**config.mk**
```make
export PLATFORM = sky130hd
export DESIGN_NAME = skac_cfg_regs
export DESIGN_NICKNAME = d
export VERILOG_FILES = /design/src/hw/rtl/skac_pkg.sv /design/src/hw/rtl/skac_cfg_regs.sv
export SDC_FILE = /design/constraint.sdc
export NUM_CORES = 1
export LEC_CHECK = 0
export ABC_CLOCK_PERIOD_IN_PS = 1700
export BUFFER_PORTS_ARGS = -buffer_cell sky130_fd_sc_hd__buf_4
export CAP_MARGIN = 30
export CORE_MARGIN = 4
export CORE_UTILIZATION = 53
export DETAILED_ROUTE_END_ITERATION = 10
export PLACE_DENSITY_LB_ADDON = 0.08
export SLEW_MARGIN = 5
export SYNTH_ARGS = -nofsm -noshare
export SYNTH_HDL_FRONTEND = slang
export SYNTH_SLANG_ARGS = --single-unit
```
**constraint.sdc**
```tcl
create_clock -name clk_i -period 1.7 [get_ports clk_i]
set_clock_uncertainty 0.2 [all_clocks]
set_input_delay 0.51 -clock clk_i [delete_from_list [all_inputs] [get_ports clk_i]]
set_output_delay 0.51 -clock clk_i [all_outputs]
set_load 0.1 [all_outputs]
```
**src/hw/rtl/skac_pkg.sv**
```systemverilog
// Shared types, register indexes and constants of the soft-knee compressor.
package skac_pkg;

  // Field widths.
  localparam int unsigned SampleW   = 16;
  localparam int unsigned GainW     = 10;
  localparam int unsigned LevelW    = 15;
  localparam int unsigned RatioW    = 17;
  localparam int unsigned CoeffW    = 32;
  localparam int unsigned VolW      = 7;
  localparam int unsigned CfgDataW  = 32;
  localparam int unsigned CfgIdxW   = 3;
  // Compressed magnitude in Q16 and its product with the volume.
  localparam int unsigned MagQW     = 46;
  localparam int unsigned ScaledW   = MagQW + VolW;

  // Register indexes on the write port.
  typedef enum logic [CfgIdxW-1:0] {
    CFG_PRE_GAIN  = 3'd0,
    CFG_THRESHOLD = 3'd1,
    CFG_KNEE      = 3'd2,
    CFG_RATIO     = 3'd3,
    CFG_COEFF     = 3'd4,
    CFG_VOLUME    = 3'd5
  } cfg_idx_e;

  // Reset values of the registers.
  localparam logic [GainW-1:0]  PreGainRst   = 10'd256;
  localparam logic [LevelW-1:0] ThresholdRst = 15'd16384;
  localparam logic [LevelW-1:0] KneeRst      = 15'd2048;
  localparam logic [RatioW-1:0] RatioRst     = 17'd16384;
  localparam logic [CoeffW-1:0] CoeffRst     = 32'd262144;
  localparam logic [VolW-1:0]   VolumeRst    = 7'd50;

  // Volume saturates at one hundred percent.
  localparam logic [VolW-1:0] VolMax = 7'd100;

  // Clip limits on the scaled value: magnitude times 100 times 2^16.
  localparam logic [ScaledW-1:0] LimPos = 53'd214741811200;
  localparam logic [ScaledW-1:0] LimNeg = 53'd214748364800;

  // floor(x / 100) = (x * RecipHundred) >> RecipShift for x below 2^22.
  localparam int unsigned QuotInW    = 22;
  localparam int unsigned RecipW     = 23;
  localparam int unsigned RecipShift = 29;
  localparam logic [RecipW-1:0] RecipHundred = 23'd5368710;

  // Output magnitudes when the clamp acts.
  localparam logic [SampleW-1:0] MagPosMax = 16'h7FFF;
  localparam logic [SampleW-1:0] MagNegMax = 16'h8000;

  // Compression zone of one sample.
  typedef enum logic [1:0] {
    BR_PASS  = 2'd0,
    BR_KNEE  = 2'd1,
    BR_RATIO = 2'd2
  } branch_e;

  // Register file contents.
  typedef struct packed {
    logic [GainW-1:0]  pre_gain_q8;
    logic [LevelW-1:0] threshold_level;
    logic [LevelW-1:0] knee_width;
    logic [RatioW-1:0] ratio_recip_q16;
    logic [CoeffW-1:0] knee_coeff_q32;
    logic [VolW-1:0]   volume_percent;
  } cfg_t;

  // Handoff from the compression stages to the output scaling stages.
  typedef struct packed {
    logic             valid;
    logic             neg;
    logic             last;
    logic [MagQW-1:0] mag;
  } comp_t;

endpackage

```
**src/hw/rtl/skac_cfg_regs.sv**
```systemverilog
// Configuration register file of the soft-knee compressor.
module skac_cfg_regs (
  input  logic                          clk_i,
  input  logic                          rst_ni,
  input  logic                          cfg_we_i,
  input  logic [skac_pkg::CfgIdxW-1:0]  cfg_idx_i,
  input  logic [skac_pkg::CfgDataW-1:0] cfg_wdata_i,
  output skac_pkg::cfg_t                cfg_o
);
  import skac_pkg::*;

  cfg_t cfg_q, cfg_d;

  // Decode a write; indexes past the list leave the registers alone.
  always_comb begin
    cfg_d = cfg_q;
    if (cfg_we_i) begin
      unique case (cfg_idx_i)
        CFG_PRE_GAIN:  cfg_d.pre_gain_q8     = cfg_wdata_i[GainW-1:0];
        CFG_THRESHOLD: cfg_d.threshold_level = cfg_wdata_i[LevelW-1:0];
        CFG_KNEE:      cfg_d.knee_width      = cfg_wdata_i[LevelW-1:0];
        CFG_RATIO:     cfg_d.ratio_recip_q16 = cfg_wdata_i[RatioW-1:0];
        CFG_COEFF:     cfg_d.knee_coeff_q32  = cfg_wdata_i[CoeffW-1:0];
        CFG_VOLUME:    cfg_d.volume_percent  = cfg_wdata_i[VolW-1:0];
        default:       cfg_d = cfg_q;
      endcase
    end
  end

  // Register storage with documented reset values.
  always_ff @(posedge clk_i or negedge rst_ni) begin
    if (!rst_ni) begin
      cfg_q.pre_gain_q8     <= PreGainRst;
      cfg_q.threshold_level <= ThresholdRst;
      cfg_q.knee_width      <= KneeRst;
      cfg_q.ratio_recip_q16 <= RatioRst;
      cfg_q.knee_coeff_q32  <= CoeffRst;
      cfg_q.volume_percent  <= VolumeRst;
    end else begin
      cfg_q <= cfg_d;
    end
  end

  assign cfg_o = cfg_q;

endmodule

```
# --- After elaboration in Yosys (flattened, before gate mapping) ---
# Index checks and enable logic that the tools add are counted.
op_classes:
  n_eq_ne: 5
  reduce_logical: 7
op_table:
  columns: ["op", "n"]
  rows:
  - ["AND reduction 2 bit", 6]
  - ["== test 3 x 2 -> 1 bit, second input constant", 2]
  - ["== test 3 bit, second input constant", 2]
  - ["== test 3 x 1 -> 1 bit, second input constant", 1]
  - ["logical NOT 3 bit", 1]
word_totals:
  input_bits: 38
  wordCells: 18
  ff_bits: 96
  output_inout_bits: 96

# --- Logic depth before layout (Yosys ltp) ---
logic_depth:
  ltp_word: 2
  mapped_depth: 4

# --- Least setup slack after synthesis ---
# OpenSTA, ideal clock, no wires.
synth_timing:
  path_type: "input to register"
  start: "in cfg_idx_i[2] (netlist bit)"
  end: "reg cfg_q (netlist bit cfg_o[60])"
  cell_stages: 4
  arrival_time_ns: 1.394
  setup_ns: 0.126
  path_slack_ns: -0.020
  required_ns: 1.374
  path_cell_list: "and4bb_2 -> buf_2 -> buf_6 -> mux2_4"
synth_via:
  elab_chain_cells: 2
synth_lines:
  columns: ["item", "line_no", "rtl"]
  rows:
  - ["start: declaration", "skac_cfg_regs.sv:6", "input logic [skac_pkg::CfgIdxW-1:0] cfg_idx_i,"]
  - ["== test 3 x 2 -> 1 bit", "skac_cfg_regs.sv:18", "unique case (cfg_idx_i)"]
  - ["AND reduction 2 bit (no line)", null, null]
  - ["end signal: assignment", "skac_cfg_regs.sv:40", "cfg_q <= cfg_d;"]
  - ["end: declaration", "skac_cfg_regs.sv:12", "cfg_t cfg_q, cfg_d;"]
# No other way between the ends.
# A chain may end at the register's enable or synchronous reset.

# --- Worst setup path after layout ---
layout_timing:
  start: "reg cfg_q (netlist bit cfg_o[4])"
  end: "out cfg_o[4] (netlist bit)"
layout_lines:
  columns: ["item", "line_no", "rtl"]
  rows:
  - ["end: declaration", "skac_cfg_regs.sv:8", "output skac_pkg::cfg_t cfg_o"]
# No word-level cell between the ends.

==> run summary <==
largest net degree at the start of global routing -> 30
Mapped Nets -> 246
Final Non-Filler Cells -> 452
fin crit share -> 1.069
Seq pwr share -> 0.293
Worst Max-Slew Pin Slew -> 0.3074 ns
Cell variety after synth -> 12
initial core utilization -> 0.5456
Critical Path Sink Type -> primary output
Core Area -> 6756 µm²
Crit path buffers/inverters -> 1
Die Area -> 8353 µm²
DR iter-0 viols -> 31
register area share after synthesis -> 0.6544
dpl hpwl -> 6.021 mm
fin worst setup slack -> -0.1172 ns
crit path cell chain -> buf_12
Max Fanout on Critical Path -> 2
Post-DRT Antenna Nets -> 0
Min-Delay Path Depth -> 2
R2R depth -> 2
vias -> 2411
height of the die -> 91.40 µm
worst path arrival time -> 1.11 ns
Pre-Repair DR Iteration Count -> 4
Lkg Pwr -> 2.764 nW
grt ovf -> 0
worst vdd ir -> 0.001220 V
max reg flops -> 96
FMAX -> 0.5503 GHz
most numerous cell in the Yosys netlist -> dfrtp_1
final design utilization -> 0.8835
EDFF count, synth -> 0
failing checks -> negative setup slack
vias in the first global route -> 2674
synthesized flop and latch total -> 96
clock tree root driver cell -> clkbuf_8
# diodes -> 0
Max clock buf depth -> 2
asr flop ratio synth -> 1.000
Final nets -> 405
Hold Path Class -> in -> reg
Synth area leaders -> dfrtp_1 60%, mux2_2 17%, mux2_1 9.2%
list of most frequent post-synthesis cells -> 88 x dfrtp_1, 56 x mux2_2, 30 x mux2_1, 10 x mux2_4, 8 x dfstp_2
Final setup viols -> 10
Die Width -> 91.40 µm
CP required -> 0.99 ns
DRC Markers -> 0
largest area contributor in the netlist -> dfrtp_1
Reg clk slew, reported paths -> 0.09 ns
sw frac -> 0.4962
YS warnings -> 0
Logic pwr share -> 0.552
GR Util All Layers -> 0.2179
Top Family by Delay on Critical Path -> flip-flops
Pint -> 5.675 mW
Critical R2R Capture -> cfg_o[60]
Hold Vio Cnt, Final -> 0
CTS Sinks -> 96
unrepaired setup endpoints after global routing -> true
final WL -> 9.714 mm
Hold Startpoint -> cfg_wdata_i[18]
Hold Path Sink -> cfg_o[25]
max_slew headroom -> 0.7951
Synth top area share -> 0.5974
Clock power frac -> 0.155
Placer Congestion -> 0.7054
Setup CP Type -> reg -> out
FF-to-FF Start -> cfg_o[60]
IO Pins -> 134
Tmin final -> 1.817 ns
Avg Vias per Cell -> 5.334
status -> finished, violations left
max_cap viols -> 0
Layout area overhead -> 61.95%
first-pass GRT wire length -> 14.16 mm
Mean Syn Cell Area -> 17.72 µm²
fin. max-slew vios -> 0
H-Tree Depth -> 3
Net Switching -> 5.589 mW
I/O Buffers -> 133
slowest stage delay, CP -> 0.58 ns
DP Cell Count -> 430
Mapped Cells -> 208
share of layout cells above drive strength 1 -> 0.6747
crit path launch type -> register
initial antenna violation count -> 0
Pwr per Cell Area -> 1887 nW/µm²
Max stage delay cell, worst path -> dfstp_2
Clk Latency, worst-skew pair -> 0.34 ns
Mapped Area -> 3686 µm²
number of core rows -> 30
TritonCTS clock tree -> built
mean routed wirelength per cell -> 21.49 µm
R2R Setup Slk -> 0.54 ns
clock buffer count from CTS -> 9
Fill cells -> 283
top_reg_cell synth -> dfrtp_1
## power groups by stage
stage	combinational, mW	clock, mW	sequential, mW
finish	6.21	1.74	3.31
global route	6.34	1.86	3.36
global placement	5.36	0	3.11
detailed placement	5.40	0	3.13
floorplan	0.486	0	6.83
CTS	5.85	1.76	3.21
## metrics by stage
stage                     cell area, µm²  setup slack, ns  TNS [ns]  hold WS (ns)  power [mW]
after floorplan                     3692         -0.01701   -0.4934       0.01441       7.316
after global placement              4949          -0.2160    -11.70        0.2198       8.468
after detailed placement            4949          -0.2294    -12.88        0.2248       8.529
after CTS                           5652          -0.1179   -0.8850        0.1644       10.81
after global routing                5969          -0.1384    -1.428        0.1631       11.57
final                               5969          -0.1172   -0.8006        0.1814       11.26
## layout make-up
class,count,area (µm²),area share
Clock buffer,10,127.6,0.02138
Timing Repair Buffer,158,2014,0.3375
Multi-Input combinational cell,102,1207,0.2023
Clock inverter,6,107.6,0.01803
Sequential cell,96,2412,0.4041
Tap cell,80,100.1,0.01677
## worst register-to-register path, stage by stage (launching register included)
cell     delay, ns
dfrtp_1       0.43
buf_4         0.15
mux2_4        0.27
## timing repair
item	in CTS	in global routing
hold endpoints to repair	13	0
endpoints found under the setup margin	95	62
hold buffers	1	0
resized for setup	117	70
setup buffers	1	4
pin swaps	0	0
## cells by family after synthesis
family	after synthesis	share of synthesized area
and+or+nand+nor	6	0.01833
buffers and inverters	10	0.02376
muxes	96	0.3035
DFF	96	0.6544
## cell usage in the layout (no fill, tap or decap), types with 2 or more instances in the layout
master     count
dfrtp_1       88
mux2_2        56
buf_4         54
buf_12        36
buf_6         34
buf_8         33
mux2_1        30
mux2_4        10
clkbuf_8       9
dfstp_2        8
bufinv_16      3
and4bb_2       2
clkinv_2       2
## how the worst max path moves through the flow
stage / slack (ns) / startpoint / depth (start not counted) / to
2_1_floorplan: -0.02 / cfg_idx_i[1] / 4 / cfg_o[10]
3_3_place_gp: -0.22 / cfg_idx_i[1] / 4 / cfg_o[38]
3_5_place_dp: -0.23 / cfg_idx_i[1] / 4 / cfg_o[38]
4_1_cts: -0.12 / cfg_o[53] / 1 / cfg_o[53]
5_1_grt: -0.14 / cfg_o[4] / 1 / cfg_o[4]
6_report: -0.12 / cfg_o[4] / 1 / cfg_o[4]
## routing by layer
layer | vias to the layer above | global-route usage | routed length [µm]
li1 | 1064 | - | -
met3 | 15 | 0.05385 | 524
met5 | - | 0 | 0
met4 | 0 | 0.08040 | 150
met1 | 1242 | 0.2699 | 3580
met2 | 90 | 0.3688 | 5458
No activity file was read; power rests on OpenSTA's default activity.
