**config.mk**
```make
export PLATFORM = sky130hd
export DESIGN_NAME = skac_out_scale
export DESIGN_NICKNAME = d
export VERILOG_FILES = /design/src/hw/rtl/skac_pkg.sv /design/src/hw/rtl/skac_out_scale.sv
export SDC_FILE = /design/constraint.sdc
export NUM_CORES = 1
export LEC_CHECK = 0
export CORE_ASPECT_RATIO = 2
export CORE_MARGIN = 4
export CORE_UTILIZATION = 30
export CTS_CLUSTER_SIZE = 12
export DETAILED_ROUTE_END_ITERATION = 16
export DONT_BUFFER_PORTS = 1
export PLACE_DENSITY_LB_ADDON = 0.05
export SLEW_MARGIN = 20
export SYNTH_ARGS = -nofsm -noshare
export SYNTH_HDL_FRONTEND = slang
export SYNTH_SLANG_ARGS = --single-unit
```
**constraint.sdc**
```tcl
create_clock -name clk_i -period 10.45 [get_ports clk_i]
set_input_delay 0.5225 -clock clk_i [delete_from_list [all_inputs] [get_ports clk_i]]
set_output_delay 0.5225 -clock clk_i [all_outputs]
set_load 0.02 [all_outputs]
```
**src/hw/rtl/skac_pkg.sv**
```systemverilog
// Shared types, register indexes and constants of the soft-knee compressor.
package skac_pkg;

  // Field widths.
  localparam int unsigned SampleW   = 16;
  localparam int unsigned GainW     = 10;
  localparam int unsigned LevelW    = 15;
  localparam int unsigned RatioW    = 17;
  localparam int unsigned CoeffW    = 32;
  localparam int unsigned VolW      = 7;
  localparam int unsigned CfgDataW  = 32;
  localparam int unsigned CfgIdxW   = 3;
  // Compressed magnitude in Q16 and its product with the volume.
  localparam int unsigned MagQW     = 46;
  localparam int unsigned ScaledW   = MagQW + VolW;

  // Register indexes on the write port.
  typedef enum logic [CfgIdxW-1:0] {
    CFG_PRE_GAIN  = 3'd0,
    CFG_THRESHOLD = 3'd1,
    CFG_KNEE      = 3'd2,
    CFG_RATIO     = 3'd3,
    CFG_COEFF     = 3'd4,
    CFG_VOLUME    = 3'd5
  } cfg_idx_e;

  // Reset values of the registers.
  localparam logic [GainW-1:0]  PreGainRst   = 10'd256;
  localparam logic [LevelW-1:0] ThresholdRst = 15'd16384;
  localparam logic [LevelW-1:0] KneeRst      = 15'd2048;
  localparam logic [RatioW-1:0] RatioRst     = 17'd16384;
  localparam logic [CoeffW-1:0] CoeffRst     = 32'd262144;
  localparam logic [VolW-1:0]   VolumeRst    = 7'd50;

  // Volume saturates at one hundred percent.
  localparam logic [VolW-1:0] VolMax = 7'd100;

  // Clip limits on the scaled value: magnitude times 100 times 2^16.
  localparam logic [ScaledW-1:0] LimPos = 53'd214741811200;
  localparam logic [ScaledW-1:0] LimNeg = 53'd214748364800;

  // floor(x / 100) = (x * RecipHundred) >> RecipShift for x below 2^22.
  localparam int unsigned QuotInW    = 22;
  localparam int unsigned RecipW     = 23;
  localparam int unsigned RecipShift = 29;
  localparam logic [RecipW-1:0] RecipHundred = 23'd5368710;

  // Output magnitudes when the clamp acts.
  localparam logic [SampleW-1:0] MagPosMax = 16'h7FFF;
  localparam logic [SampleW-1:0] MagNegMax = 16'h8000;

  // Compression zone of one sample.
  typedef enum logic [1:0] {
    BR_PASS  = 2'd0,
    BR_KNEE  = 2'd1,
    BR_RATIO = 2'd2
  } branch_e;

  // Register file contents.
  typedef struct packed {
    logic [GainW-1:0]  pre_gain_q8;
    logic [LevelW-1:0] threshold_level;
    logic [LevelW-1:0] knee_width;
    logic [RatioW-1:0] ratio_recip_q16;
    logic [CoeffW-1:0] knee_coeff_q32;
    logic [VolW-1:0]   volume_percent;
  } cfg_t;

  // Handoff from the compression stages to the output scaling stages.
  typedef struct packed {
    logic             valid;
    logic             neg;
    logic             last;
    logic [MagQW-1:0] mag;
  } comp_t;

endpackage

```
**src/hw/rtl/skac_out_scale.sv**
```systemverilog
// Volume scaling, clamp and sign restore, three register stages deep.
module skac_out_scale (
  input  logic                                 clk_i,
  input  logic                                 rst_ni,
  input  skac_pkg::comp_t                      comp_i,
  input  logic [skac_pkg::VolW-1:0]            volume_i,
  output logic                                 done_o,
  output logic signed [skac_pkg::SampleW-1:0]  sample_out_o,
  output logic                                 clipped_o,
  output logic                                 last_out_o
);
  import skac_pkg::*;

  // Stage 6: magnitude times the saturated volume.
  logic [VolW-1:0]    vol_sat;
  logic [ScaledW-1:0] scaled;
  logic               v6_q, neg6_q, last6_q;
  logic [ScaledW-1:0] s6_q;

  assign vol_sat = (volume_i > VolMax) ? VolMax : volume_i;
  assign scaled  = comp_i.mag * vol_sat;

  // Stage 7: clip test and division by 100 * 2^16 through a reciprocal.
  logic [ScaledW-1:0]      lim;
  logic                    clip_d;
  logic [QuotInW-1:0]      quot_in;
  logic [QuotInW+RecipW-1:0] recip_prod;
  logic                    v7_q, neg7_q, last7_q, clip7_q;
  logic [SampleW-1:0]      mag7_q;

  assign lim        = neg6_q ? LimNeg : LimPos;
  assign clip_d     = s6_q > lim;
  // Below the limit the value shifted by 16 fits in the quotient input.
  assign quot_in    = clip_d ? '0 : s6_q[QuotInW+15:16];
  assign recip_prod = quot_in * RecipHundred;

  // Stage 8: clamp and sign restore into the output register.
  logic [SampleW-1:0] mag_out;
  logic [SampleW-1:0] res_d;
  logic               done_q, clip_q, last_q;
  logic [SampleW-1:0] sample_q;

  assign mag_out = clip7_q ? (neg7_q ? MagNegMax : MagPosMax) : mag7_q;
  assign res_d   = neg7_q ? SampleW'(-mag_out) : mag_out;

  // Valid bits of the three stages and the output strobe.
  always_ff @(posedge clk_i or negedge rst_ni) begin
    if (!rst_ni) begin
      v6_q   <= 1'b0;
      v7_q   <= 1'b0;
      done_q <= 1'b0;
    end else begin
      v6_q   <= comp_i.valid;
      v7_q   <= v6_q;
      done_q <= v7_q;
    end
  end

  // Payload of the three stages.
  always_ff @(posedge clk_i) begin
    neg6_q   <= comp_i.neg;
    last6_q  <= comp_i.last;
    s6_q     <= scaled;

    neg7_q   <= neg6_q;
    last7_q  <= last6_q;
    clip7_q  <= clip_d;
    mag7_q   <= recip_prod[QuotInW+RecipW-1:RecipShift];

    sample_q <= res_d;
    clip_q   <= clip7_q;
    last_q   <= last7_q;
  end

  assign done_o       = done_q;
  assign sample_out_o = $signed(sample_q);
  assign clipped_o    = clip_q;
  assign last_out_o   = last_q;

`ifndef SYNTHESIS
  // An unclamped quotient never exceeds the largest negative magnitude.
  quot_range: assert property (@(posedge clk_i) disable iff (!rst_ni)
    (v7_q && !clip7_q) |-> (mag7_q <= MagNegMax))
    else $error("quotient out of range without clip");

  // A clamped result sits on one of the two full-scale codes.
  clip_code: assert property (@(posedge clk_i) disable iff (!rst_ni)
    (done_q && clip_q) |-> ((sample_q == MagPosMax) || (sample_q == MagNegMax)))
    else $error("clipped result is not full scale");
`endif

endmodule

```
---- After elaboration in Yosys (flattened, before gate mapping) ----
Cells that the tools add are included.
cells by class
  $add $sub $neg .......................... 1
  multipliers ............................. 2
  divide/modulo/power cells ............... 0
  $lt $le $gt $ge ......................... 2
  eq/ne operators ......................... 0
  shift-type cells ........................ 0
  multiplexer cells ....................... 6
  bitwise gates (word level) .............. 0
  reductions and logical operators ........ 0
operator list
  kind                                                                    count
  53-bit by 38-bit greater-than comparator with 1-bit output              1
  46-bit by 7-bit multiplier with 53-bit output                           1
  16-bit two-way mux                                                      3
  22-bit by 22-bit multiplier with 44-bit output (second input constant)  1
  34-bit two-way mux                                                      1
  22-bit two-way mux                                                      1
  16-bit negator                                                          1
  7-bit greater-than comparator (second input constant)                   1
  7-bit two-way mux                                                       1
storage, ports and cells
  register bits ........................... 95
  bits in latches ......................... 0
  memory bits (writable) .................. 0
  ROM bits ................................ 0
  input port bits ......................... 58
  output and inout port bits .............. 19
  logic and storage cells ................. 24
  memories ................................ 0

---- Logic depth before layout (Yosys ltp) ----
  depth after elaboration ................. 4
  depth in mapped cells ................... 36
  mapped depth without buffers ............ 33

---- Least setup slack after synthesis ----
No wires, ideal clock.
  path kind ............................... register -> register
  start ................................... register neg6_q
  end ..................................... register mag7_q[13]
  setup time .............................. 0.072 ns
  data arrival time ....................... 8.107 ns
  data required time ...................... 10.378 ns
  setup slack ............................. 2.270 ns
  cell stages (with the launch flop) ...... 34
  path buffers ............................ 2
  clock period less this slack ............ 8.180 ns
  cells stage by stage .................... dfxtp_1 ha_1 nor2b_1 o21ai_0 a21boi_0 o21ai_0 a21oi_1 o31ai_1 a22oi_1 nor2_1 clkbuf_1 and2_1 ha_1 inv_1 fa_1 fa_1 inv_1 fa_1 fa_1 fa_1 inv_1 fa_1 inv_1 ha_1 a21o_1 nand3_1 a21oi_1 o31a_1 or4_4 a31o_1 buf_6 a211o_2 a21oi_2 xnor2_1
between the ends
  longest elaborated chain between the ends .. 4
ends and longest elaborated chain
  item                                                        line                  RTL
  from (decl)                                                 skac_out_scale.sv:17  logic v6_q, neg6_q, last6_q;
  from (signal assigned)                                      skac_out_scale.sv:61  neg6_q <= comp_i.neg;
  34-bit two-way mux                                          skac_out_scale.sv:31  assign lim = neg6_q ? LimNeg : LimPos;
  53-bit by 38-bit greater-than comparator with 1-bit output  skac_out_scale.sv:32  assign clip_d = s6_q > lim;
  22-bit two-way mux                                          skac_out_scale.sv:34  assign quot_in = clip_d ? '0 : s6_q[QuotInW+15:16];
  22-bit by 22-bit multiplier with 44-bit output              skac_out_scale.sv:35  assign recip_prod = quot_in * RecipHundred;
  named net recip_prod[42]                                    skac_out_scale.sv:27  logic [QuotInW+RecipW-1:0] recip_prod;
  to (signal assigned)                                        skac_out_scale.sv:68  mag7_q <= recip_prod[QuotInW+RecipW-1:RecipShift];
  to (decl)                                                   skac_out_scale.sv:29  logic [SampleW-1:0] mag7_q;
The timed path passes the listed nets, and every way through them passes these cells.

---- Worst setup path in the final report ----
Ends and elaborated chain as after synthesis.

==> flow_summary_export.csv <==
group,metric,value,unit
routing,wl,68.4,mm
power_and_ir_drop,p_seq_frac,0.170,
worst_setup_path,worstSetupEndpointType,"register",
logic_synthesis,synth_cell_types,68,
clocking,clkLatencyLatePin,410,ps
power_and_ir_drop,swShare,0.512,
worst_setup_path,worst_ep_required_time,10790,ps
timing,finalHoldViolations,0,
worst_setup_path,crit_path_frequent_cell,"fa_1",
worst_setup_path,arrival,10140,ps
routing,drcViolationCount,0,
finish,largest_reg_flops,53,
status,status,"complete, no violations",
power_and_ir_drop,ir_drop,102,uV
timing,fin_skew,18.2,ps
logic_synthesis,netlist.area_leader.share,0.371,
min_path,min_path_type,"input port to register",
logic_synthesis,yosysMostFrequentCell,"inv_1",
power_and_ir_drop,p_leak,12.4,nW
power_and_ir_drop,pwr-share-clk,0.108,
logic_synthesis,synth_area,0.0213,mm2
worst_setup_path,cp_max_fo,21,
logic_synthesis,synth_cells,2328,
routing,wl_per_cell,21.4,um
floorplanning,coreArea,0.0706,mm2
logic_synthesis,yosys_most_used_dff,"dfxtp_1",
routing,via_count,15500,
global_routing,grt_usage,0.186,
timing,period_share,0.938,
timing,tns,0,ps
floorplanning,rows,138,
power_and_ir_drop,intPower,1.68,mW
logic_synthesis,async_flop_share,0.0316,
timing,slew-limit-headroom,0.306,
timing,rsz0062_at_grt,"false",
power_and_ir_drop,p_total,3.45,mW
logic_synthesis,syn_area_per_cell,9.16,um2
worst_setup_path,cpMaxStageDelayCell,"dfxtp_1",
power_and_ir_drop,power_frac_comb,0.722,
placement,gp_congestion,0.862,
logic_synthesis,yosysWarnings,0,
floorplanning,ios,77,
clocking,cts_resized,0,
clocking,clkSlewWorstSetupHoldPaths,80,ps
logic_synthesis,syn_nets,3102,
worst_setup_path,crit_path_max_incr_delay,670,ps
routing,drt_iter0_drc,389,
timing,period_needed,9800,ps
routing,avgViaCountPerCell,4.85,
worst_setup_path,worstSetupStartpointType,"register",
clocking,numCtsBuffers,9,
finish,regMostFlops,"s6_q",
run,maxCapViolations,0,
timing,fmax,0.102,GHz
logic_synthesis,synth_edf_count,0,
placement,portBuffers,0,
logic_synthesis,synthTopCellsByCount,"480 x inv_1, 395 x fa_1, 321 x ha_1",
global_routing,antenna_found_initial,3,
worst_setup_path,critPathKind,"register to register",
logic_synthesis,synth_largest_area_cell,"fa_1",
logic_synthesis,ys_seq_area_frac,0.0899,
clocking,cts_setup_buffers,0,
clocking,clk_path_buf_depth,2,
placement,post-dp-hpwl,60.0,mm
clocking,clockRootBuffer,"clkbuf_16",
power_and_ir_drop,p_per_area,152,mW/mm2
timing,worst_pin_slew,1030,ps
floorplanning,fp.dieArea,0.0757,mm2
finish,final_nets,3058,
routing,antenna_left,0,
power_and_ir_drop,p_sw,1.77,mW
logic_synthesis,ys_ff_latch,95,
floorplanning,die_w,197,um
global_routing,grt_pass1_vias,18000,
timing,final-setup-viol-count,0,
clocking,cts.sinks,95,
floorplanning,die_y,385,um
finish,drive_gt1_frac,0.0227,
finish,syn_to_final_growth,6.17,%
logic_synthesis,synth_area_leaders,"fa_1 37%, ha_1 19%, dfxtp_1 8.6%",
routing,firstDrtPassIters,5,
global_routing,overflow,0,
clocking,cts_tree,"yes",
timing,slew_violations,0,
global_routing,grt_max_degree,48,
global_routing,grt_first_pass_wirelength,106,mm
clocking,htree_levels,3,
floorplanning,initial_core_util,0.302,
==> placed cells by master, fill, tap and decap left out, drive strengths merged, types with 4 or more instances in the layout <==
master and count:
a2111oi 4, a211oi 10, a21boi 5, a21o 63, a21oi 87, a31oi 14, a32oi 4, a41oi 4
and2 97, and3 23, and4 6, buf 13, clkbuf 9, dfxtp 92, fa 395, ha 321
inv 483, nand2 320, nand2b 6, nand3 22, nand4 23, nor2 41, nor2b 12, nor3 21
nor4 10, o211ai 6, o21a 5, o21ai 51, o21bai 9, o31ai 4, o41ai 4, or2 5
xnor2 42, xor2 28
==> final timing paths <==
kind	from	to	slack [ps]	depth (start not counted)
worst max-delay path	neg6_q	mag7_q[13]	650	28
worst min-delay path	comp_i[46]	last6_q	130	0
worst max register to register	neg6_q	mag7_q[13]	650	28
worst min register to register	last6_q	last7_q	330	0
max in group asynchronous	rst_ni	done_o	9960	1
min in group asynchronous	rst_ni	v6_q	350	1
==> worst max-delay path, delay by kind of cell, from the launching register on <==
family	cells	cell delay (ps)
adder cells (fa/ha/maj)	9	3920
AND/OR/NAND/NOR	6	2870
XOR/XNOR	1	120
flip-flops	1	670
buffers and inverters	4	270
AO/OA/AOI/OAI	8	1870
==> area by class of cell <==
class                   count  area, um2
fillers                  7435      48000
multi-input cells        1684      17400
flip-flops and latches     95       1920
inverters                 480       1800
diodes                      1       2.50
repair buffers             14        108
well taps                 910       1140
clock inverters             7       87.6
clock buffers               9        225
==> stage by stage <==
| stage | instances | area [um2] | hold slack [ps] | utilization | setup WS, ps |
|---|---|---|---|---|---|
| 2_1_floorplan | 2328 | 21300 | 227 | - | 2270 |
| 3_3_place_gp | 3182 | 22300 | 227 | 0.316 | 626 |
| 3_5_place_dp | 3182 | 22300 | 227 | 0.316 | 544 |
| 4_1_cts | 3199 | 22600 | 93.5 | 0.321 | 498 |
| 5_1_grt | 3200 | 22600 | 110 | 0.321 | 107 |
| 6_report | 3200 | 22600 | 132 | 0.321 | 645 |
==> logic make-up after synthesis <==
family,count (synthesis),share of synthesized area
xor+xnor,70,0.0288
buf+inv,549,0.0970
fa+ha+maj,716,0.559
simple gates,597,0.132
compound gates,301,0.0930
flops,95,0.0899
==> layer usage <==
layer  vias to the layer above  wire length, um  GRT usage
li1                       7297                -          -
met1                      7895            20500      0.156
met2                       216            43500      0.416
met3                        93             1640     0.0233
met4                         4             2730     0.0691
met5                         -               27          0
==> power groups by stage <==
stage	logic (mW)	registers [mW]	clock network, mW
after global routing	2.80	0.603	0.399
after global placement	2.53	0.600	0
after floorplan	1.85	0.549	0
after detailed placement	2.54	0.601	0
final	2.49	0.587	0.372
after CTS	2.55	0.592	0.393
==> repair_timing <==
action / in CTS / in global routing
endpoints found under the hold margin: 3 / 0
setup endpoints to repair: 0 / 0
hold buffers: 1 / 0
(Power assumes the default switching activity.)
