--- src/hw/rtl/skac_pkg.sv ---
// Shared types, register indexes and constants of the soft-knee compressor.
package skac_pkg;

  // Field widths.
  localparam int unsigned SampleW   = 16;
  localparam int unsigned GainW     = 10;
  localparam int unsigned LevelW    = 15;
  localparam int unsigned RatioW    = 17;
  localparam int unsigned CoeffW    = 32;
  localparam int unsigned VolW      = 7;
  localparam int unsigned CfgDataW  = 32;
  localparam int unsigned CfgIdxW   = 3;
  // Compressed magnitude in Q16 and its product with the volume.
  localparam int unsigned MagQW     = 46;
  localparam int unsigned ScaledW   = MagQW + VolW;

  // Register indexes on the write port.
  typedef enum logic [CfgIdxW-1:0] {
    CFG_PRE_GAIN  = 3'd0,
    CFG_THRESHOLD = 3'd1,
    CFG_KNEE      = 3'd2,
    CFG_RATIO     = 3'd3,
    CFG_COEFF     = 3'd4,
    CFG_VOLUME    = 3'd5
  } cfg_idx_e;

  // Reset values of the registers.
  localparam logic [GainW-1:0]  PreGainRst   = 10'd256;
  localparam logic [LevelW-1:0] ThresholdRst = 15'd16384;
  localparam logic [LevelW-1:0] KneeRst      = 15'd2048;
  localparam logic [RatioW-1:0] RatioRst     = 17'd16384;
  localparam logic [CoeffW-1:0] CoeffRst     = 32'd262144;
  localparam logic [VolW-1:0]   VolumeRst    = 7'd50;

  // Volume saturates at one hundred percent.
  localparam logic [VolW-1:0] VolMax = 7'd100;

  // Clip limits on the scaled value: magnitude times 100 times 2^16.
  localparam logic [ScaledW-1:0] LimPos = 53'd214741811200;
  localparam logic [ScaledW-1:0] LimNeg = 53'd214748364800;

  // floor(x / 100) = (x * RecipHundred) >> RecipShift for x below 2^22.
  localparam int unsigned QuotInW    = 22;
  localparam int unsigned RecipW     = 23;
  localparam int unsigned RecipShift = 29;
  localparam logic [RecipW-1:0] RecipHundred = 23'd5368710;

  // Output magnitudes when the clamp acts.
  localparam logic [SampleW-1:0] MagPosMax = 16'h7FFF;
  localparam logic [SampleW-1:0] MagNegMax = 16'h8000;

  // Compression zone of one sample.
  typedef enum logic [1:0] {
    BR_PASS  = 2'd0,
    BR_KNEE  = 2'd1,
    BR_RATIO = 2'd2
  } branch_e;

  // Register file contents.
  typedef struct packed {
    logic [GainW-1:0]  pre_gain_q8;
    logic [LevelW-1:0] threshold_level;
    logic [LevelW-1:0] knee_width;
    logic [RatioW-1:0] ratio_recip_q16;
    logic [CoeffW-1:0] knee_coeff_q32;
    logic [VolW-1:0]   volume_percent;
  } cfg_t;

  // Handoff from the compression stages to the output scaling stages.
  typedef struct packed {
    logic             valid;
    logic             neg;
    logic             last;
    logic [MagQW-1:0] mag;
  } comp_t;

endpackage

--- src/hw/rtl/skac_gain_comp.sv ---
// Pre-gain and soft-knee compression stages, five register stages deep.
module skac_gain_comp (
  input  logic                                clk_i,
  input  logic                                rst_ni,
  input  logic                                in_valid_i,
  input  logic signed [skac_pkg::SampleW-1:0] sample_in_i,
  input  logic                                last_in_i,
  input  skac_pkg::cfg_t                      cfg_i,
  output skac_pkg::comp_t                     comp_o
);
  import skac_pkg::*;

  // Stage 1: magnitude of the sample times the pre-gain.
  logic                     neg_in;
  logic [SampleW-1:0]       mag_in;
  logic [SampleW+GainW-1:0] gain_full;
  logic                     v1_q, neg1_q, last1_q;
  logic [16:0]              a1_q;

  assign neg_in    = sample_in_i[SampleW-1];
  assign mag_in    = neg_in ? SampleW'(-sample_in_i) : SampleW'(sample_in_i);
  assign gain_full = mag_in * cfg_i.pre_gain_q8;

  // Stage 2: zone decision and the excess over the zone start.
  logic signed [15:0] knee_lo;
  logic signed [17:0] knee_lo_ext;
  logic signed [17:0] knee_exc;
  logic               gt_thr, gt_lo;
  logic [16:0]        thr_exc;
  branch_e            br_d;
  logic               v2_q, neg2_q, last2_q;
  branch_e            br2_q;
  logic [16:0]        diff2_q;
  logic [14:0]        e2_q;
  logic [14:0]        aq2_q;

  assign knee_lo     = $signed({1'b0, cfg_i.threshold_level}) -
                       $signed({1'b0, cfg_i.knee_width});
  assign knee_lo_ext = {{2{knee_lo[15]}}, knee_lo};
  assign gt_thr      = a1_q > {2'b00, cfg_i.threshold_level};
  assign gt_lo       = $signed({1'b0, a1_q}) > knee_lo_ext;
  assign thr_exc     = a1_q - {2'b00, cfg_i.threshold_level};
  // In the knee zone the excess never exceeds the knee width.
  assign knee_exc    = $signed({1'b0, a1_q}) - knee_lo_ext;

  always_comb begin
    if (gt_thr) begin
      br_d = BR_RATIO;
    end else if (gt_lo) begin
      br_d = BR_KNEE;
    end else begin
      br_d = BR_PASS;
    end
  end

  // Stage 3: ratio product and the squared knee excess.
  logic [33:0] ratio_prod;
  logic [29:0] exc_sq;
  logic        v3_q, neg3_q, last3_q;
  branch_e     br3_q;
  logic [33:0] ratio3_q;
  logic [29:0] sq3_q;
  logic [14:0] aq3_q;

  assign ratio_prod = diff2_q * cfg_i.ratio_recip_q16;
  assign exc_sq     = e2_q * e2_q;

  // Stage 4: knee reduction in Q16 and the ratio-zone magnitude.
  logic [61:0]      knee_full;
  logic [34:0]      ratio_mag;
  logic             v4_q, neg4_q, last4_q;
  branch_e          br4_q;
  logic [MagQW-1:0] red4_q;
  logic [34:0]      rmag4_q;
  logic [14:0]      aq4_q;

  assign knee_full = sq3_q * cfg_i.knee_coeff_q32;
  assign ratio_mag = {4'b0000, cfg_i.threshold_level, 16'h0000} + {1'b0, ratio3_q};

  // Stage 5: select the compressed magnitude; the knee keeps the absolute difference.
  logic [MagQW-1:0] aq_shift;
  logic [MagQW-1:0] knee_mag;
  logic [MagQW-1:0] mag_d;
  logic             v5_q, neg5_q, last5_q;
  logic [MagQW-1:0] mag5_q;

  assign aq_shift = {15'h0000, aq4_q, 16'h0000};
  assign knee_mag = (aq_shift >= red4_q) ? (aq_shift - red4_q) : (red4_q - aq_shift);

  always_comb begin
    case (br4_q)
      BR_RATIO: mag_d = {11'h000, rmag4_q};
      BR_KNEE:  mag_d = knee_mag;
      default:  mag_d = aq_shift;
    endcase
  end

  // Valid bits of the five stages.
  always_ff @(posedge clk_i or negedge rst_ni) begin
    if (!rst_ni) begin
      v1_q <= 1'b0;
      v2_q <= 1'b0;
      v3_q <= 1'b0;
      v4_q <= 1'b0;
      v5_q <= 1'b0;
    end else begin
      v1_q <= in_valid_i;
      v2_q <= v1_q;
      v3_q <= v2_q;
      v4_q <= v3_q;
      v5_q <= v4_q;
    end
  end

  // Payload of the five stages; the product never reaches its top bit.
  always_ff @(posedge clk_i) begin
    neg1_q   <= neg_in;
    last1_q  <= last_in_i;
    a1_q     <= gain_full[24:8];

    neg2_q   <= neg1_q;
    last2_q  <= last1_q;
    br2_q    <= br_d;
    diff2_q  <= thr_exc;
    e2_q     <= knee_exc[14:0];
    aq2_q    <= a1_q[14:0];

    neg3_q   <= neg2_q;
    last3_q  <= last2_q;
    br3_q    <= br2_q;
    ratio3_q <= ratio_prod;
    sq3_q    <= exc_sq;
    aq3_q    <= aq2_q;

    neg4_q   <= neg3_q;
    last4_q  <= last3_q;
    br4_q    <= br3_q;
    red4_q   <= knee_full[61:16];
    rmag4_q  <= ratio_mag;
    aq4_q    <= aq3_q;

    neg5_q   <= neg4_q;
    last5_q  <= last4_q;
    mag5_q   <= mag_d;
  end

  assign comp_o.valid = v5_q;
  assign comp_o.neg   = neg5_q;
  assign comp_o.last  = last5_q;
  assign comp_o.mag   = mag5_q;

`ifndef SYNTHESIS
  // The largest magnitude times the largest gain stays below the product's top bit.
  gain_top_clear: assert property (@(posedge clk_i) disable iff (!rst_ni)
    in_valid_i |-> !gain_full[SampleW+GainW-1])
    else $error("pre-gain product overflows the kept bits");

  // Inside the knee zone the excess fits in the knee width.
  knee_exc_range: assert property (@(posedge clk_i) disable iff (!rst_ni)
    (v1_q && (br_d == BR_KNEE)) |-> (knee_exc[17:LevelW] == '0))
    else $error("knee excess wider than the knee width");
`endif

endmodule

--- config.mk ---
export PLATFORM = sky130hd
export DESIGN_NAME = skac_gain_comp
export DESIGN_NICKNAME = d
export VERILOG_FILES = /design/src/hw/rtl/skac_pkg.sv /design/src/hw/rtl/skac_gain_comp.sv
export SDC_FILE = /design/constraint.sdc
export NUM_CORES = 2
export LEC_CHECK = 0
export CAP_MARGIN = 30
export CORE_ASPECT_RATIO = 1.2
export CORE_MARGIN = 2
export CORE_UTILIZATION = 55
export DETAILED_ROUTE_END_ITERATION = 10
export DONT_BUFFER_PORTS = 1
export GPL_TIMING_DRIVEN = 0
export HOLD_SLACK_MARGIN = 0.15
export PLACE_DENSITY = 0.75
export SYNTH_ARGS = -nofsm -noshare
export SYNTH_HDL_FRONTEND = slang
export SYNTH_SLANG_ARGS = --single-unit
--- constraint.sdc ---
create_clock -name clk_i -period 15.4 [get_ports clk_i]
set_input_delay 3.85 -clock clk_i [delete_from_list [all_inputs] [get_ports clk_i]]
set_output_delay 3.85 -clock clk_i [all_outputs]
set_load 0.005 [all_outputs]
# == After elaboration in Yosys (flattened, before gate mapping) ==
# Cells that the tools add are included.
# classes
n_addsub,7
multipliers,4
order_cmp,3
eq_ne,2
muxes,4
# ops
operator,count
$pmux 46 s2,1
$mul 30x32->62,1
$ge 31x46->1,1
$mux 46,1
$sub 31x46->46,1
$sub 46x31->46,1
$add 31x34->35,1
$mul 17x17->34,1
$mul 15x15->30,1
$mul 16x10->25,1
$gt 18x16->1,1
$gt 17x15->1,1
$sub 17x15->17,1
$mux 16,1
$neg 16->16,1
$sub 15x15->16,1
$sub 15x15->15,1
$eq 2x1->1 const B,1
$eq 2x2->1 const B,1
$mux 1,1
# word_totals
reg_bits,306
inputBits,116
word_cells,49

# == Logic depth before layout (Yosys ltp) ==
# depth
ltp_word,3
mapped_depth,30

# == Least setup slack after synthesis ==
# Ideal clock, no wire load.
# synth_path
path_kind,input port to flip-flop
start,in cfg_i[18] in the netlist's numbering
end,reg red4_q[45]
setup_ps,129
arrival_ps,10946
required_time_ps,15271
path_slack_ps,4325
path_stages,26
n_path_buf,2
cell_sequence,clkbuf_1 -> clkbuf_1 -> and2_1 -> fa_1 -> fa_1 -> inv_1 -> fa_1 -> fa_1 -> inv_1 -> fa_1 -> fa_1 -> fa_1 -> inv_1 -> fa_1 -> inv_1 -> ha_1 -> nand2_1 -> nor4_1 -> a221oi_1 -> o21ai_0 -> nor3_1 -> o311ai_0 -> a31o_2 -> a21oi_1 -> o41ai_1 -> xnor2_1
# synth_via
elab_chain_cells,1
# synth_rtl
item,line,source
"start, declared",skac_gain_comp.sv:8,"input skac_pkg::cfg_t cfg_i,"
$mul 30x32->62,skac_gain_comp.sv:77,assign knee_full = sq3_q * cfg_i.knee_coeff_q32;
net knee_full[61],skac_gain_comp.sv:69,logic [61:0] knee_full;
"end signal, assigned",skac_gain_comp.sv:138,red4_q <= knee_full[61:16];
"end, declared",skac_gain_comp.sv:73,logic [MagQW-1:0] red4_q;
# The timed path passes the listed nets, and every way through them passes these cells.
# A chain may end at the register's enable or synchronous reset.

# == Final worst setup path ==
# Ends and elaborated chain as after synthesis.

==> out/results.ini <==
[clock_network]
post_cts_resized=0
htreeDepth=2
clk_latency_ps=590
cts_tree=done
cts.sink_count=305
hold_buffers=0
numCtsBuffers=37
cts-root-buf=clkbuf_16
clockBufferDepth=3
post_cts_buffers=0
clk_pin_slew_ps=70

[finish]
n_fill_cell=9837
postLayoutCellArea_um2=65300
syn_to_final_growth_pct=5.60
layout-drive-gt1-share=0.0177
nNetsFinal=8814

[sta]
tightest_slew_ps=1190
finalHoldViolations=0
drv_slew=0
finalSetupTns_ps=0
fin_skew_ps=37.0
setup_slack_ps=2520
layout_min_cycle_time_ps=12880
fmax_mhz=77.6
fin_crit_sh=0.837
rsz0062_at_grt=false
slew_headroom=0.209
final-setup-viol-count=0

[place]
place_area_um2=63800
place.gp.congestion=1.08
io_buffers=0
place_hpwl_mm=163
place_worst_setup_slack_ps=2350

[global_routing]
grt_max_degree=16
antenna_found_initial=28
grt_pass1_vias=51292
overflow=0
grt_pass1_wl_mm=303
grt_usage=0.358

[critical_path]
cp_top_family=adder cells
critPathMaxStageDelay_ps=770
endpoint_kind=flop
arrival_ps=13360
critPathBufInv=8
crit_path_frequent_cell=fa_1
cp_slowest_cell=fa_1
r2r_setup_slack_ps=5650
start_kind=primary input
critPathRequiredTime_ps=15880
criticalPathCategory=in -> reg
critPathMaxFanout=10

[synth]
ys_types=73
synth_area_um2=61800
synth_edf_count=0
yosysSeqAreaShare=0.0992
syn_avg_cell_area_um2=9.18
synthArstFlopShare=0.0164
synth_top_area_cell=fa_1
syn_inst=6732
synthTopCellsByArea=fa_1, ha_1, dfxtp_1
yosys_warnings=0
synth_ff_type=dfxtp_1
synth-seq-cells=305
netlist.area_leader.share=0.414
synth_nets=8754

[die]
num_rows=134
ios=165
die_area_um2=115000
start_util=0.555
chipHeight_um=371
die_w_um=310
coreArea_um2=111000

[routing]
drtAntennaViolNets=0
routed-via-count=47451
drtIter0Drc=3618
drc=0
wirelength_mm=199
viasPerCell=5.69
wl_per_cell_um=23.8
drtPass1Iterations=7

[run]
max_cap_viol_count=0

[outcome]
status=finished, final reports clean

[hold_path]
hold_path_class=reg -> reg

==> cells in the mapped netlist, types with 8 or more instances <==
master    instances
xnor2_1         148
o21a_1           21
nor3_1           39
fa_1           1279
nor4_1           12
a31oi_1          14
nand3_1          43
a211oi_1         15
a21oi_1         136
nor2b_1          39
clkbuf_1        272
or2_2            11
xor2_1           73
and3_1           20
dfxtp_1         300
a21boi_0         14
nor2_1          143
o21bai_1         16
o41ai_1          11
o31ai_1          16
nand4_1          16
a21o_1           66
mux2i_1           8
or3_1            12
nand2_1         811
and2_1          808
a221oi_1         13
inv_1          1490
o211ai_1          9
ha_1            627
nand2b_1         23
o21ai_0         113
==> final cells by class <==
cell class / instances / area [µm²] / share of cell area
Tap cell: 1496 / 1870 / 0.0287
Clock buffer: 47 / 1030 / 0.0159
Clock inverter: 17 / 193 / 0.00295
Buffer: 281 / 1090 / 0.0167
Timing Repair Buffer: 21 / 270 / 0.00414
Antenna cell: 30 / 75.1 / 0.00115
Multi-Input combinational cell: 4656 / 49000 / 0.751
Inverter: 1490 / 5590 / 0.0857
Sequential cell: 305 / 6130 / 0.0939
==> cells in the final DEF, fill, tap and decap left out, drive strengths merged, types with 11 or more instances in the layout <==
cell,Yosys,final
nand3,43,43
a21boi,14,14
buf,9,30
nor2b,39,39
inv,1490,1494
ha,627,627
dfxtp,300,300
nor3,39,39
nand2b,23,23
o21ai,115,115
nor4,13,13
o41ai,11,11
xnor2,148,148
o21a,21,21
clkbuf,272,319
diode,0,30
or2,11,11
nor2,143,143
a221oi,14,14
o31ai,17,17
or3,12,12
and3,20,20
a21o,66,66
a21oi,136,136
fa,1279,1279
nand2,812,812
and2,808,808
a31oi,14,14
xor2,73,73
o21bai,16,16
nand4,16,16
a211oi,15,15
==> cell families (layout without fill, tap and decap cells) <==
group	after synthesis	count (layout)	synth area share
AO/OA/AOI/OAI	514	514	0.0546
XOR/XNOR	221	221	0.0313
adder cells (fa/ha/maj)	1906	1906	0.541
buffers and inverters	1771	1856	0.108
flip-flops	305	305	0.0992
multiplexers	12	12	0.00202
other	0	30	0
AND/OR/NAND/NOR	2003	2003	0.164
==> stage by stage <==
step	util	hold WS, ps	std cells
after floorplan	-	310	6732
after global placement	0.572	310	8228
after detailed placement	0.573	312	8235
after CTS	0.584	312	8299
after global routing	0.586	323	8321
final	0.586	316	8343
==> path summary, 6_finish.rpt <==
check	depth (start not counted)	to	startpoint
setup / recovery	27	red4_q[45]	cfg_i[18]
hold / removal	0	neg5_q	neg4_q
setup reg to reg	26	red4_q[45]	sq3_q[6]
hold reg to reg	0	neg5_q	neg4_q
max in group asynchronous	0	v1_q	rst_ni
min in group asynchronous	0	v5_q	rst_ni
==> registers in the layout, summed over array words and instances, names as in the netlist, 15 cells and up <==
register / cells
e2_q: 15
a1_q: 17
aq4_q: 15
sq3_q: 29
mag5_q: 46
red4_q: 46
rmag4_q: 35
ratio3_q: 34
aq3_q: 15
aq2_q: 15
diff2_q: 17
==> per-layer routing <==
metal | track usage | up-vias | wire (µm)
li1 | - | 20276 | -
met1 | 0.405 | 23714 | 67500
met2 | 0.584 | 2498 | 92700
met3 | 0.0875 | 947 | 19000
met4 | 0.273 | 16 | 19200
met5 | 0 | - | 118
Power is left out: the tool's default activity adds up to more than one toggle a clock period on the data nets, which glitch-free logic cannot reach.
